<file path="config.mk">
export PLATFORM = sky130hd
export DESIGN_NAME = traffic_light_mode_controller
export DESIGN_NICKNAME = d
export VERILOG_FILES = /design/src/hw/rtl/tlmc_pkg.sv /design/src/hw/rtl/traffic_light_mode_controller.sv /design/src/hw/rtl/tlmc_step.sv
export SDC_FILE = /design/constraint.sdc
export NUM_CORES = 1
export LEC_CHECK = 0
export BUFFER_PORTS_ARGS = -buffer_cell sky130_fd_sc_hd__buf_4
export CORE_AREA = 2 2 197 122
export DETAILED_ROUTE_END_ITERATION = 12
export DIE_AREA = 0 0 199 124
export SYNTH_ARGS = -nofsm -noshare
export SYNTH_HDL_FRONTEND = slang
export SYNTH_SLANG_ARGS = --single-unit
</file>
<file path="constraint.sdc">
create_clock -name clock -period 8.15 [get_ports clock]
set_clock_uncertainty 0.2 [all_clocks]
set_input_delay 1.63 -clock clock [delete_from_list [all_inputs] [get_ports clock]]
set_output_delay 1.63 -clock clock [all_outputs]
set_load 0.02 [all_outputs]
</file>
<file path="src/hw/rtl/tlmc_pkg.sv">
// Types, codes and constants shared by the traffic light mode controller.
package tlmc_pkg;

   // event kinds carried on req_tuser
   localparam logic [1:0] EV_SCAN  = 2'd0;
   localparam logic [1:0] EV_START = 2'd1;
   localparam logic [1:0] EV_COUNT = 2'd2;
   localparam logic [1:0] EV_FLASH = 2'd3;

   // lamp colors
   localparam logic [1:0] LAMP_OFF = 2'd0;
   localparam logic [1:0] LAMP_RED = 2'd1;
   localparam logic [1:0] LAMP_YEL = 2'd2;
   localparam logic [1:0] LAMP_GRN = 2'd3;

   // phases of the automatic run
   localparam logic [1:0] PH_NS_GRN = 2'd0;
   localparam logic [1:0] PH_NS_YEL = 2'd1;
   localparam logic [1:0] PH_EW_GRN = 2'd2;

   localparam int DUR_W = 7;
   localparam logic [DUR_W-1:0] DUR_MAX = 7'd99;
   localparam logic [DUR_W-1:0] DUR_MIN = 7'd1;
   localparam logic [1:0] STARTUP_TICKS = 2'd3;

   localparam int RSP_DATA_W = 48;

   typedef enum logic [7:0] {
      MODE_INIT = 8'b0000_0001,
      MODE_AUTO = 8'b0000_0010,
      MODE_EDR  = 8'b0000_0100,
      MODE_EDY  = 8'b0000_1000,
      MODE_EDG  = 8'b0001_0000,
      MODE_MAN  = 8'b0010_0000,
      MODE_FLY  = 8'b0100_0000,
      MODE_FLR  = 8'b1000_0000
   } mode_type;

   // output codes of the modes
   localparam logic [2:0] MC_INIT = 3'd0;
   localparam logic [2:0] MC_AUTO = 3'd1;
   localparam logic [2:0] MC_EDR  = 3'd2;
   localparam logic [2:0] MC_EDY  = 3'd3;
   localparam logic [2:0] MC_EDG  = 3'd4;
   localparam logic [2:0] MC_MAN  = 3'd5;
   localparam logic [2:0] MC_FLY  = 3'd6;
   localparam logic [2:0] MC_FLR  = 3'd7;

   typedef struct packed {
      logic down_press;
      logic up_press;
      logic select_press;
      logic mode_press;
   } press_type;

   typedef struct packed {
      mode_type         mode;
      logic [1:0]       phase;
      logic             manual_dir;
      logic [DUR_W-1:0] ns_count;
      logic [DUR_W-1:0] ew_count;
      logic [DUR_W-1:0] red_len;
      logic [DUR_W-1:0] yellow_len;
      logic [DUR_W-1:0] green_len;
      logic             balanced;
      logic [1:0]       startup_count;
      logic [1:0]       ns_lamp;
      logic [1:0]       ew_lamp;
   } state_type;

   localparam state_type STATE_RST = '{
      mode:          MODE_INIT,
      phase:         PH_NS_GRN,
      manual_dir:    1'b0,
      ns_count:      7'd0,
      ew_count:      7'd0,
      red_len:       7'd5,
      yellow_len:    7'd2,
      green_len:     7'd3,
      balanced:      1'b0,
      startup_count: 2'd0,
      ns_lamp:       LAMP_OFF,
      ew_lamp:       LAMP_OFF
   };

   function automatic logic [2:0] mode_code(input mode_type m);
      logic [2:0] c;
      unique case (m)
         MODE_INIT: c = MC_INIT;
         MODE_AUTO: c = MC_AUTO;
         MODE_EDR:  c = MC_EDR;
         MODE_EDY:  c = MC_EDY;
         MODE_EDG:  c = MC_EDG;
         MODE_MAN:  c = MC_MAN;
         MODE_FLY:  c = MC_FLY;
         MODE_FLR:  c = MC_FLR;
         default:   c = MC_INIT;
      endcase
      return c;
   endfunction

endpackage

</file>
<file path="src/hw/rtl/traffic_light_mode_controller.sv">
// Top level of the traffic light mode controller: input beat register, state, result register.
//
//  channel | dir | tdata                        | tuser
//  req_    | in  | 4 button presses (8 bits)    | event kind (2 bits)
//  rsp_    | out | mode, phase, lamps, counts,  | -
//          |     | durations, flags (48 bits)   |
//
// One event per cycle while rsp_tready is high: an accepted beat is held in the input
// register, and its result is written to the result register in the cycle the state updates.
// A req beat passes through the input register and then the result register to rsp_.
// A stalled result holds the result register; one more beat is held in the input register.
// Synchronous reset returns the controller to start-up mode with default durations.
module traffic_light_mode_controller import tlmc_pkg::*; (
   input  logic                  clock,
   input  logic                  reset,
   input  logic                  req_tvalid,
   output logic                  req_tready,
   // [0] mode press, [1] select press, [2] up press, [3] down press, [7:4] zero
   input  logic [7:0]            req_tdata,
   // [1:0] req_type
   input  logic [1:0]            req_tuser,
   output logic                  rsp_tvalid,
   input  logic                  rsp_tready,
   // [2:0] mode_now, [4:3] phase_now, [6:5] ns_lamp, [8:7] ew_lamp,
   // [15:9] ns_remaining, [22:16] ew_remaining, [29:23] red_time,
   // [36:30] yellow_time, [43:37] green_time, [44] durations_ok,
   // [45] display_dirty, [47:46] zero
   output logic [RSP_DATA_W-1:0] rsp_tdata
);

   logic                  in_valid_ff;
   logic [1:0]            in_kind_ff;
   press_type             in_press_ff;
   state_type             state_ff;
   state_type             state_in;
   logic                  out_valid_ff;
   logic [RSP_DATA_W-1:0] out_data_ff;
   logic [RSP_DATA_W-1:0] out_data_in;
   logic                  step_dirty;
   logic                  step_ok;
   logic                  advance;

   assign advance    = in_valid_ff && (!out_valid_ff || rsp_tready);
   assign req_tready = !in_valid_ff || advance;

   always_ff @(posedge clock) begin
      if (reset) begin
         in_valid_ff <= 1'b0;
      end else if (req_tready) begin
         in_valid_ff <= req_tvalid;
      end
   end

   always_ff @(posedge clock) begin
      if (req_tready && req_tvalid) begin
         in_kind_ff  <= req_tuser;
         in_press_ff <= press_type'(req_tdata[3:0]);
      end
   end

   tlmc_step u_step (
      .cur          (state_ff),
      .kind         (in_kind_ff),
      .press        (in_press_ff),
      .nxt          (state_in),
      .dirty        (step_dirty),
      .durations_ok (step_ok)
   );

   always_ff @(posedge clock) begin
      if (reset) begin
         state_ff <= STATE_RST;
      end else if (advance) begin
         state_ff <= state_in;
      end
   end

   assign out_data_in = {2'b00, step_dirty, step_ok,
                         state_in.green_len, state_in.yellow_len, state_in.red_len,
                         state_in.ew_count, state_in.ns_count,
                         state_in.ew_lamp, state_in.ns_lamp,
                         state_in.phase, mode_code(state_in.mode)};

   always_ff @(posedge clock) begin
      if (reset) begin
         out_valid_ff <= 1'b0;
      end else if (advance) begin
         out_valid_ff <= 1'b1;
      end else if (rsp_tready) begin
         out_valid_ff <= 1'b0;
      end
   end

   always_ff @(posedge clock) begin
      if (advance) begin
         out_data_ff <= out_data_in;
      end
   end

   assign rsp_tvalid = out_valid_ff;
   assign rsp_tdata  = out_data_ff;

   // state moves only with a processed beat
   a_state_hold: assert property (@(posedge clock) disable iff (reset)
      !advance |=> $stable(state_ff))
      else $error("state changed without a processed beat");

   // input stage full and result stalled: no new beat may enter
   a_backpressure: assert property (@(posedge clock) disable iff (reset)
      (in_valid_ff && out_valid_ff && !rsp_tready) |-> !req_tready)
      else $error("input accepted while both stages are blocked");

   a_dur_range: assert property (@(posedge clock) disable iff (reset)
      (state_ff.red_len >= DUR_MIN && state_ff.red_len <= DUR_MAX &&
       state_ff.yellow_len >= DUR_MIN && state_ff.yellow_len <= DUR_MAX &&
       state_ff.green_len >= DUR_MIN && state_ff.green_len <= DUR_MAX))
      else $error("duration out of range");

   // balanced automatic run always shows a lamp on both directions
   a_auto_lit: assert property (@(posedge clock) disable iff (reset)
      (state_ff.mode == MODE_AUTO && state_ff.balanced) |->
      (state_ff.ns_lamp != LAMP_OFF && state_ff.ew_lamp != LAMP_OFF))
      else $error("dark lamp in balanced automatic run");

endmodule

</file>
<file path="src/hw/rtl/tlmc_step.sv">
// Next-state logic: applies one event to the controller state.
module tlmc_step import tlmc_pkg::*; (
   input  state_type  cur,
   input  logic [1:0] kind,
   input  press_type  press,
   output state_type  nxt,
   output logic       dirty,
   output logic       durations_ok
);

   function automatic logic is_bal(input state_type s);
      logic [DUR_W:0] sum;
      sum = {1'b0, s.yellow_len} + {1'b0, s.green_len};
      return ({1'b0, s.red_len} == sum);
   endfunction

   function automatic state_type load_phase(input state_type s, input logic [1:0] ph);
      state_type r;
      r = s;
      r.phase = ph;
      case (ph)
         PH_NS_GRN: begin
            r.ns_count = s.green_len;  r.ew_count = s.red_len;
            r.ns_lamp = LAMP_GRN;      r.ew_lamp = LAMP_RED;
         end
         PH_NS_YEL: begin
            r.ns_count = s.yellow_len; r.ew_count = s.yellow_len;
            r.ns_lamp = LAMP_YEL;      r.ew_lamp = LAMP_RED;
         end
         PH_EW_GRN: begin
            r.ns_count = s.red_len;    r.ew_count = s.green_len;
            r.ns_lamp = LAMP_RED;      r.ew_lamp = LAMP_GRN;
         end
         default: begin
            r.ns_count = s.yellow_len; r.ew_count = s.yellow_len;
            r.ns_lamp = LAMP_RED;      r.ew_lamp = LAMP_YEL;
         end
      endcase
      return r;
   endfunction

   // enter auto; unbalanced keeps counts and phase, lamps go dark
   function automatic state_type enter_auto(input state_type s);
      state_type r;
      r = s;
      r.mode = MODE_AUTO;
      r.balanced = is_bal(s);
      if (r.balanced) begin
         r = load_phase(r, PH_NS_GRN);
      end else begin
         r.ns_lamp = LAMP_OFF;
         r.ew_lamp = LAMP_OFF;
      end
      return r;
   endfunction

   function automatic state_type enter_manual(input state_type s);
      state_type r;
      r = s;
      r.mode = MODE_MAN;
      r.manual_dir = 1'b0;
      r.ns_lamp = LAMP_RED;
      r.ew_lamp = LAMP_GRN;
      return r;
   endfunction

   function automatic logic [DUR_W-1:0] dur_up(input logic [DUR_W-1:0] v);
      return (v >= DUR_MAX) ? DUR_MIN : v + DUR_MIN;
   endfunction

   function automatic logic [DUR_W-1:0] dur_down(input logic [DUR_W-1:0] v);
      return (v <= DUR_MIN) ? DUR_MAX : v - DUR_MIN;
   endfunction

   function automatic logic [1:0] toggle(input logic [1:0] lamp, input logic [1:0] col);
      return (lamp == col) ? LAMP_OFF : col;
   endfunction

   state_type  st;
   logic       dt;
   logic       flash_en;
   logic [1:0] flash_col;

   always_comb begin
      st = cur;
      dt = 1'b0;
      flash_en = 1'b0;
      flash_col = LAMP_YEL;
      unique case (kind)
         EV_SCAN: begin
            // presses apply in order mode, select, up, down
            if (press.mode_press) begin
               if (st.mode == MODE_MAN || st.mode == MODE_FLY || st.mode == MODE_FLR) begin
                  st.manual_dir = 1'b0;
                  st.phase = PH_NS_GRN;
                  st = enter_auto(st);
                  if (!st.balanced) begin
                     st.ns_count = '0;
                     st.ew_count = '0;
                  end
               end else begin
                  st = enter_manual(st);
               end
               dt = 1'b1;
            end
            if (press.select_press) begin
               if (st.mode == MODE_AUTO) begin
                  st.mode = MODE_EDR;
                  st.ns_lamp = LAMP_OFF;
                  st.ew_lamp = LAMP_OFF;
                  dt = 1'b1;
               end else if (st.mode == MODE_EDR) begin
                  st.mode = MODE_EDY;
                  dt = 1'b1;
               end else if (st.mode == MODE_EDY) begin
                  st.mode = MODE_EDG;
                  dt = 1'b1;
               end else if (st.mode == MODE_EDG) begin
                  st = enter_auto(st);
                  dt = 1'b1;
               end else if (st.mode == MODE_MAN) begin
                  st.manual_dir = ~st.manual_dir;
                  st.ns_lamp = st.manual_dir ? LAMP_GRN : LAMP_RED;
                  st.ew_lamp = st.manual_dir ? LAMP_RED : LAMP_GRN;
                  dt = 1'b1;
               end
            end
            if (press.up_press) begin
               if (st.mode == MODE_EDR) begin
                  st.red_len = dur_up(st.red_len); dt = 1'b1;
               end else if (st.mode == MODE_EDY) begin
                  st.yellow_len = dur_up(st.yellow_len); dt = 1'b1;
               end else if (st.mode == MODE_EDG) begin
                  st.green_len = dur_up(st.green_len); dt = 1'b1;
               end else if (st.mode == MODE_MAN) begin
                  st.mode = MODE_FLY; dt = 1'b1;
               end else if (st.mode == MODE_FLY) begin
                  st = enter_manual(st); dt = 1'b1;
               end
            end
            if (press.down_press) begin
               if (st.mode == MODE_EDR) begin
                  st.red_len = dur_down(st.red_len); dt = 1'b1;
               end else if (st.mode == MODE_EDY) begin
                  st.yellow_len = dur_down(st.yellow_len); dt = 1'b1;
               end else if (st.mode == MODE_EDG) begin
                  st.green_len = dur_down(st.green_len); dt = 1'b1;
               end else if (st.mode == MODE_MAN) begin
                  st.mode = MODE_FLR; dt = 1'b1;
               end else if (st.mode == MODE_FLR) begin
                  st = enter_manual(st); dt = 1'b1;
               end
            end
         end
         EV_START: begin
            if (st.mode == MODE_INIT) begin
               if (st.startup_count >= STARTUP_TICKS) begin
                  st = enter_auto(st);
                  dt = 1'b1;
               end else begin
                  st.startup_count = st.startup_count + 2'd1;
               end
            end
         end
         EV_COUNT: begin
            if (st.mode == MODE_AUTO && st.balanced) begin
               if (st.ns_count != '0) st.ns_count = st.ns_count - 7'd1;
               if (st.ew_count != '0) st.ew_count = st.ew_count - 7'd1;
               if (st.ns_count == '0 || st.ew_count == '0) begin
                  st = load_phase(st, st.phase + 2'd1);
               end
               dt = 1'b1;
            end
         end
         EV_FLASH: begin
            if (st.mode == MODE_AUTO && !st.balanced) begin
               flash_en = 1'b1; flash_col = LAMP_YEL;
            end else if (st.mode == MODE_EDR || st.mode == MODE_FLR) begin
               flash_en = 1'b1; flash_col = LAMP_RED;
            end else if (st.mode == MODE_EDY || st.mode == MODE_FLY) begin
               flash_en = 1'b1; flash_col = LAMP_YEL;
            end else if (st.mode == MODE_EDG) begin
               flash_en = 1'b1; flash_col = LAMP_GRN;
            end
            if (flash_en) begin
               st.ns_lamp = toggle(st.ns_lamp, flash_col);
               st.ew_lamp = toggle(st.ew_lamp, flash_col);
            end
         end
      endcase
   end

   assign nxt          = st;
   assign dirty        = dt;
   assign durations_ok = is_bal(st);

endmodule
</file>
==> results of run 1 <==
critical path, stage by stage (launching register included):
cell and delay, ps:
dfxtp_1 490, or3_4 500, a2111oi_2 310, a21oi_1 220, nor4_1 560, o211ai_1 420
o31ai_1 720, or4_1 310, nand3_1 100, o211ai_1 160, nand2_1 130, ha_1 230
fa_1 430, a21o_1 190, a21oi_1 220, xnor2_1 230, a21oi_1 150, a21oi_1 180
nor2_1 50, a2111oi_0 390, o211a_1 210, nand3_1 70, or4_4 540, a2111oi_4 200
and3_1 190
power by group through the flow:
stage,Combinational (mW),Sequential [mW],Clock [mW]
floorplan,0.216,0.626,0
global placement,0.291,0.637,0
detailed placement,0.292,0.637,0
CTS,0.294,0.625,0.440
global route,0.329,0.630,0.458
finish,0.298,0.626,0.427
routing by layer:
metal  vias to the layer above  routed length, microns  part of all wire, %
li1                       4256                       -                    -
met2                       385                   10700                   38
met3                        24                    2540                  9.2
met1                      4190                   14200                   51
met5                         -                       0                    0
met4                         0                     338                  1.2
cell families (layout without fill, tap and decap cells):
logic type / count (synthesis) / in the layout / synth area share, %
xor+xnor: 36 / 36 / 3.51
mux: 13 / 13 / 1.52
compound gates: 369 / 369 / 29.7
simple gates: 452 / 452 / 24.9
flops: 107 / 107 / 29.6
fa+ha+maj: 38 / 38 / 5.46
buf+inv: 122 / 127 / 5.26
other cells: 1 / 2 / 0.0417
what timing repair did:
action | 4_1_cts | 5_1_grt
resized for setup | 0 | 4
endpoints found under the setup margin | 0 | 1
buffers inserted | 0 | 0
cell type report:
type,instances,area (sq um),share of cell area (%)
Multi-Input combinational cell,910,5860,59.3
Sequential cell,107,2670,27.0
Timing Repair Buffer,71,533,5.39
Tap cell,315,394,3.99
Clock buffer,9,225,2.28
Inverter,40,151,1.53
Clock inverter,7,52.6,0.532
stage by stage:
stage               std cells  util, %  hold slack [ps]  worst slack, ps
floorplan                1139        -              250             1550
global placement         1443     42.2              264              675
detailed placement       1443     42.2              271              658
CTS                      1459     43.4              282              609
global route             1459     43.4              321             53.4
finish                   1459     43.4              288              597
state kept, by name (all words and copies together) (netlist names):
register,flops
in_kind_ff,2
in_press_ff,4
in_valid_ff,1
rsp_tdata,46
rsp_tvalid,1
state_ff,53
cells in the final DEF (no fill, tap or decap), drive strengths merged, types with 6 or more instances in the layout:
master     n
nor3      24
a211oi    20
ha        36
o211ai    10
nand3b     8
a21boi     6
mux2i      8
a22o      12
nor2     121
o31ai     18
and3      13
xor2      12
nand2    126
a221oi     8
buf       71
or3       13
nor2b     12
xnor2     24
clkbuf     9
or2        7
o21bai     6
a21oi     67
a21o      20
a2111oi   11
a31oi     18
nand3     35
dfxtp     55
o22ai      7
o21ai     67
inv       41
or4        8
a32oi      6
and2      22
nand4     11
a221o      7
nor4      20
nand2b    20
o32ai      7
a22oi     29
edfxtp    52
worst max-delay path by stage:
stage | end | from | cells past startpoint
2_1_floorplan | rsp_tdata[44]$_DFFE_PP_ | state_ff[45]$_SDFFE_PP1P_ | 25
3_3_place_gp | rsp_tdata[44]$_DFFE_PP_ | state_ff[52]$_SDFFE_PP0P_ | 26
3_5_place_dp | rsp_tdata[44]$_DFFE_PP_ | state_ff[52]$_SDFFE_PP0P_ | 26
4_1_cts | rsp_tdata[44]$_DFFE_PP_ | state_ff[52]$_SDFFE_PP0P_ | 26
5_1_grt | rsp_tdata[44]$_DFFE_PP_ | state_ff[45]$_SDFFE_PP1P_ | 24
6_report | rsp_tdata[44]$_DFFE_PP_ | state_ff[45]$_SDFFE_PP1P_ | 24
==> results.sh, run 1 <==
export IMPL_p_int_mw=0.907
export IMPL_busiest_layer="met1"
export IMPL_period_share_pct=92.7
export IMPL_ys_seq_area_share_pct=29.6
export IMPL_hpwl_microns=20100
export IMPL_cp_max_fo=14
export IMPL_p_leak_nw=3.62
export IMPL_whs_path_depth=2
export IMPL_relSlewSlack_pct=30.5
export IMPL_track_usage_pct=23.0
export IMPL_firstDrtPassIters=5
export IMPL_synth_cell_types=91
export IMPL_clockPowerShare_pct=31.6
export IMPL_worst_setup_path_end_kind="register"
export IMPL_holdPathEnd="state_ff[5]$_SDFFE_PP0P_"
export IMPL_yosys_top_cells_count="nand2_1 (124), nor2_1 (120), clkbuf_1 (70)"
export IMPL_coreArea_sq_um=22800
export IMPL_postRouteAntennaNets=0
export IMPL_overflow=0
export IMPL_numCtsBuffers=9
export IMPL_grtUsageMet2_pct=30.0
export IMPL_p_seq_share_pct=46.3
export IMPL_finalInstanceArea_sq_um=9880
export IMPL_netSwitchingFraction_pct=32.9
export IMPL_vias=8855
export IMPL_cp_arrival_ps=7590
export IMPL_antenna_found_initial=0
export IMPL_nFillCells=2304
export IMPL_path_class="reg -> reg"
export IMPL_vdd_ir_drop_max_mv=0.115
export IMPL_syn_avg_cell_area_sq_um=7.90
export IMPL_cts_max_level=3
export IMPL_clkSinkCount=107
export IMPL_io_buffers=57
export IMPL_via_per_inst=6.07
export IMPL_fin_setup_tns_ps=0
export IMPL_clock_latency_ps=380
export IMPL_combPwrFrac_pct=22.1
export IMPL_synth_top_area_share_pct=17.4
export IMPL_drt_iter0_drc=883
export IMPL_synthTopCellsByArea="edfxtp_1 (17%), dfxtp_1 (12%), nand2_1 (5.2%)"
export IMPL_clk_pin_slew_ps=80
export IMPL_r2r_cells=24
export IMPL_die_width_microns=199
export IMPL_yosysWarnings=0
export IMPL_power_density_nw_per_um2=137
export IMPL_r2r_start="state_ff[45]$_SDFFE_PP1P_"
export IMPL_grt_max_degree=57
export IMPL_ys_flop_type="dfxtp_1"
export IMPL_synth_cells=1138
export IMPL_status="complete, no violations"
export IMPL_wl_microns=27700
export IMPL_hp_class="reg -> reg"
export IMPL_fmax_mhz=132
export IMPL_gp_congestion=0.944
export IMPL_timing_rr_end="rsp_tdata[44]$_DFFE_PP_"
export IMPL_nets=1191
export IMPL_start_kind="register"
export IMPL_yosysMostFrequentCell="nand2_1"
export IMPL_hold_buffers=0
export IMPL_rrSetupSlack_ps=600
export IMPL_grt_setup_unrepaired="no"
export IMPL_critPathRequiredTime_ps=8190
export IMPL_finalHoldViolations=0
export IMPL_synth_area_sq_um=8990
export IMPL_grt_use_met3_pct=6.20
export IMPL_rows=43
export IMPL_setup_violations=0
export IMPL_maxSlewViolCount=0
export IMPL_root_buffer="clkbuf_16"
export IMPL_clockBufferDepth=2
export IMPL_area_growth_pct=10.0
export IMPL_synth_async_reset_ratio_pct=0
export IMPL_drv_cap=0
export IMPL_drcViolationCount=0
export IMPL_power_mw=1.35
export IMPL_die_area_sq_um=24700
export IMPL_start_util_pct=39.5
export IMPL_power_switching_mw=0.444
export IMPL_synth_edf_count=52
export IMPL_grt_pass1_vias=7739
export IMPL_grt_use_met1_pct=36.2
export IMPL_io_pins=64
export IMPL_synth_seq_cells=107
export IMPL_diodes=0
export IMPL_drive_gt1_share_pct=11.8
export IMPL_synth_top_cell_by_area="edfxtp_1"
export IMPL_dpl_instance_area_sq_um=9600
export IMPL_post_drt_wl_per_cell_microns=19.0
export IMPL_cts_tree="yes"
export IMPL_grt_pass1_wl_microns=43800
export IMPL_worst_pin_slew_ps=1040
export IMPL_min_from="state_ff[5]$_SDFFE_PP0P_"
export IMPL_fin_crit_ps=7550
export IMPL_die_height_microns=124
Note: power is estimated with default switching activity, not from simulation.
==> inputs of run 2 (changes only) <==
--- a/config.mk
+++ b/config.mk
@@ -7,8 +7,10 @@
 export LEC_CHECK = 0
 export BUFFER_PORTS_ARGS = -buffer_cell sky130_fd_sc_hd__buf_4
 export CORE_AREA = 2 2 197 122
+export CTS_CLUSTER_SIZE = 24
 export DETAILED_ROUTE_END_ITERATION = 12
 export DIE_AREA = 0 0 199 124
+export PLACE_DENSITY_LB_ADDON = 0.2
 export SYNTH_ARGS = -nofsm -noshare
 export SYNTH_HDL_FRONTEND = slang
 export SYNTH_SLANG_ARGS = --single-unit
==> results.sh, run 2 (synthesis gave the netlist of run 1 again) <==
export IMPL_status="complete, no violations"
export IMPL_dpl_instance_area_sq_um=9610
export IMPL_largest_reg_flops=53
export IMPL_coreArea_sq_um=22800
export IMPL_grt_use_met1_pct=36.9
export IMPL_antenna_found_initial=1
export IMPL_die_area_sq_um=24700
export IMPL_nets=1193
export IMPL_hp_class="reg -> reg"
export IMPL_grt_setup_unrepaired="no"
export IMPL_drt_iter0_drc=1023
export IMPL_cts_resized_gates=0
export IMPL_rows=43
export IMPL_netSwitchingFraction_pct=33.3
export IMPL_cp_arrival_ps=7600
export IMPL_hpwl_microns=20500
export IMPL_p_leak_nw=3.63
export IMPL_vias=8906
export IMPL_p_int_mw=0.908
export IMPL_dp_slack_ps=770
export IMPL_grtUsageMet2_pct=30.0
export IMPL_grt_max_degree=71
export IMPL_final_cell_mix="nand2_1 (124), nor2_1 (120), buf_4 (73), a21oi_1 (67), o21ai_0 (56)"
export IMPL_grt_pass1_wl_microns=43900
export IMPL_clkSinkCount=107
export IMPL_start_kind="register"
export IMPL_gp_congestion=0.959
export IMPL_critPathRequiredTime_ps=8180
export IMPL_io_pins=64
export IMPL_cts_max_level=3
export IMPL_combPwrFrac_pct=22.0
export IMPL_start_util_pct=39.5
export IMPL_wl_microns=28300
export IMPL_die_width_microns=199
export IMPL_die_height_microns=124
export IMPL_fin_crit_ps=7560
export IMPL_fmax_mhz=132
export IMPL_post_drt_wl_per_cell_microns=19.4
export IMPL_grt_pass1_vias=7662
export IMPL_overflow=0
export IMPL_via_per_inst=6.10
export IMPL_grt_use_met3_pct=6.15
export IMPL_power_switching_mw=0.453
export IMPL_fin_setup_tns_ps=0
export IMPL_power_mw=1.36
export IMPL_period_share_pct=92.8
export IMPL_p_seq_share_pct=46.0
export IMPL_hold_buffers=0
export IMPL_setup_violations=0
export IMPL_power_density_nw_per_um2=138
export IMPL_place_inst=1445
export IMPL_finalInstanceArea_sq_um=9890
export IMPL_firstDrtPassIters=5
export IMPL_finalHoldViolations=0
export IMPL_worst_pin_slew_ps=1070
export IMPL_clock_latency_ps=370
export IMPL_relSlewSlack_pct=28.7
export IMPL_numCtsBuffers=9
export IMPL_clockPowerShare_pct=31.9
export IMPL_setup_ws_ps=586
export IMPL_area_growth_pct=10.0
export IMPL_busiest_layer="met1"
export IMPL_drive_gt1_share_pct=11.5
export IMPL_io_buffers=57
export IMPL_post_cts_buffers=0
export IMPL_regMostFlops="state_ff"
export IMPL_vdd_ir_drop_max_mv=0.104
export IMPL_clockBufferDepth=2
export IMPL_clk_pin_slew_ps=80
export IMPL_final_common_cell="nand2_1"
export IMPL_drv_cap=0
export IMPL_track_usage_pct=23.1
export IMPL_path_class="reg -> reg"
export IMPL_worst_setup_path_end_kind="register"
export IMPL_cts_tree="yes"
export IMPL_cp_max_fo=16
export IMPL_postRouteAntennaNets=0
export IMPL_drcViolationCount=0
export IMPL_fin_cells=1461
export IMPL_root_buffer="clkbuf_16"
export IMPL_diodes=0
export IMPL_maxSlewViolCount=0
run 2: final timing paths:
check / slack, ps / start / cells after the start / to
hold / removal: 290 / state_ff[5]$_SDFFE_PP0P_ / 2 / state_ff[5]$_SDFFE_PP0P_
setup / recovery: 590 / state_ff[52]$_SDFFE_PP0P_ / 26 / rsp_tdata[44]$_DFFE_PP_
hold reg to reg: 290 / state_ff[5]$_SDFFE_PP0P_ / 2 / state_ff[5]$_SDFFE_PP0P_
setup reg to reg: 590 / state_ff[52]$_SDFFE_PP0P_ / 26 / rsp_tdata[44]$_DFFE_PP_
run 2: power by group through the flow:
stage / combinational (mW) / clock (mW) / sequential [mW]
finish: 0.300 / 0.435 / 0.626
global route: 0.327 / 0.469 / 0.629
CTS: 0.295 / 0.449 / 0.625
detailed placement: 0.293 / 0 / 0.638
global placement: 0.291 / 0 / 0.638
floorplan: 0.216 / 0 / 0.626
run 2: routing by layer:
metal	wire [microns]	vias up
li1	-	4254
met1	14400	4206
met2	10700	429
met3	3010	17
met4	227	0
met5	0	-
run 2: area by class of cell:
class                      count  area [sq um]
timing repair buffer          73           548
multi-input combinational    910          5850
sequential                   107          2660
clock buffer                   9           225
fill                        2282         12900
inverter                      40           151
tap                          315           394
clock inverter                 7          52.6
run 2: worst max-delay path: stages, from the launching register on:
cell       delay [ps]
dfxtp_1           750
xnor2_1           240
o22ai_1           150
nand2_1           240
a31oi_2           210
o21ai_0           770
nor2_1            280
and3_1            270
a21oi_1           230
ha_1              210
o2111ai_1         160
buf_4             200
o21ai_0           330
o21ai_0           200
ha_1              370
a21o_1            170
a21oi_1           210
xnor2_1           240
a21oi_1           170
a21oi_1           200
nor2_1             60
a2111oi_0         370
o211a_1           210
nand3_1            70
or4_4             540
a2111oi_4         190
and3_1            190
run 2: metrics by stage:
stage          util, %  hold WS [ps]
2_1_floorplan        -           250
3_3_place_gp      42.2           262
3_5_place_dp      42.2           280
4_1_cts           43.4           290
5_1_grt           43.4           333
6_report          43.4           289
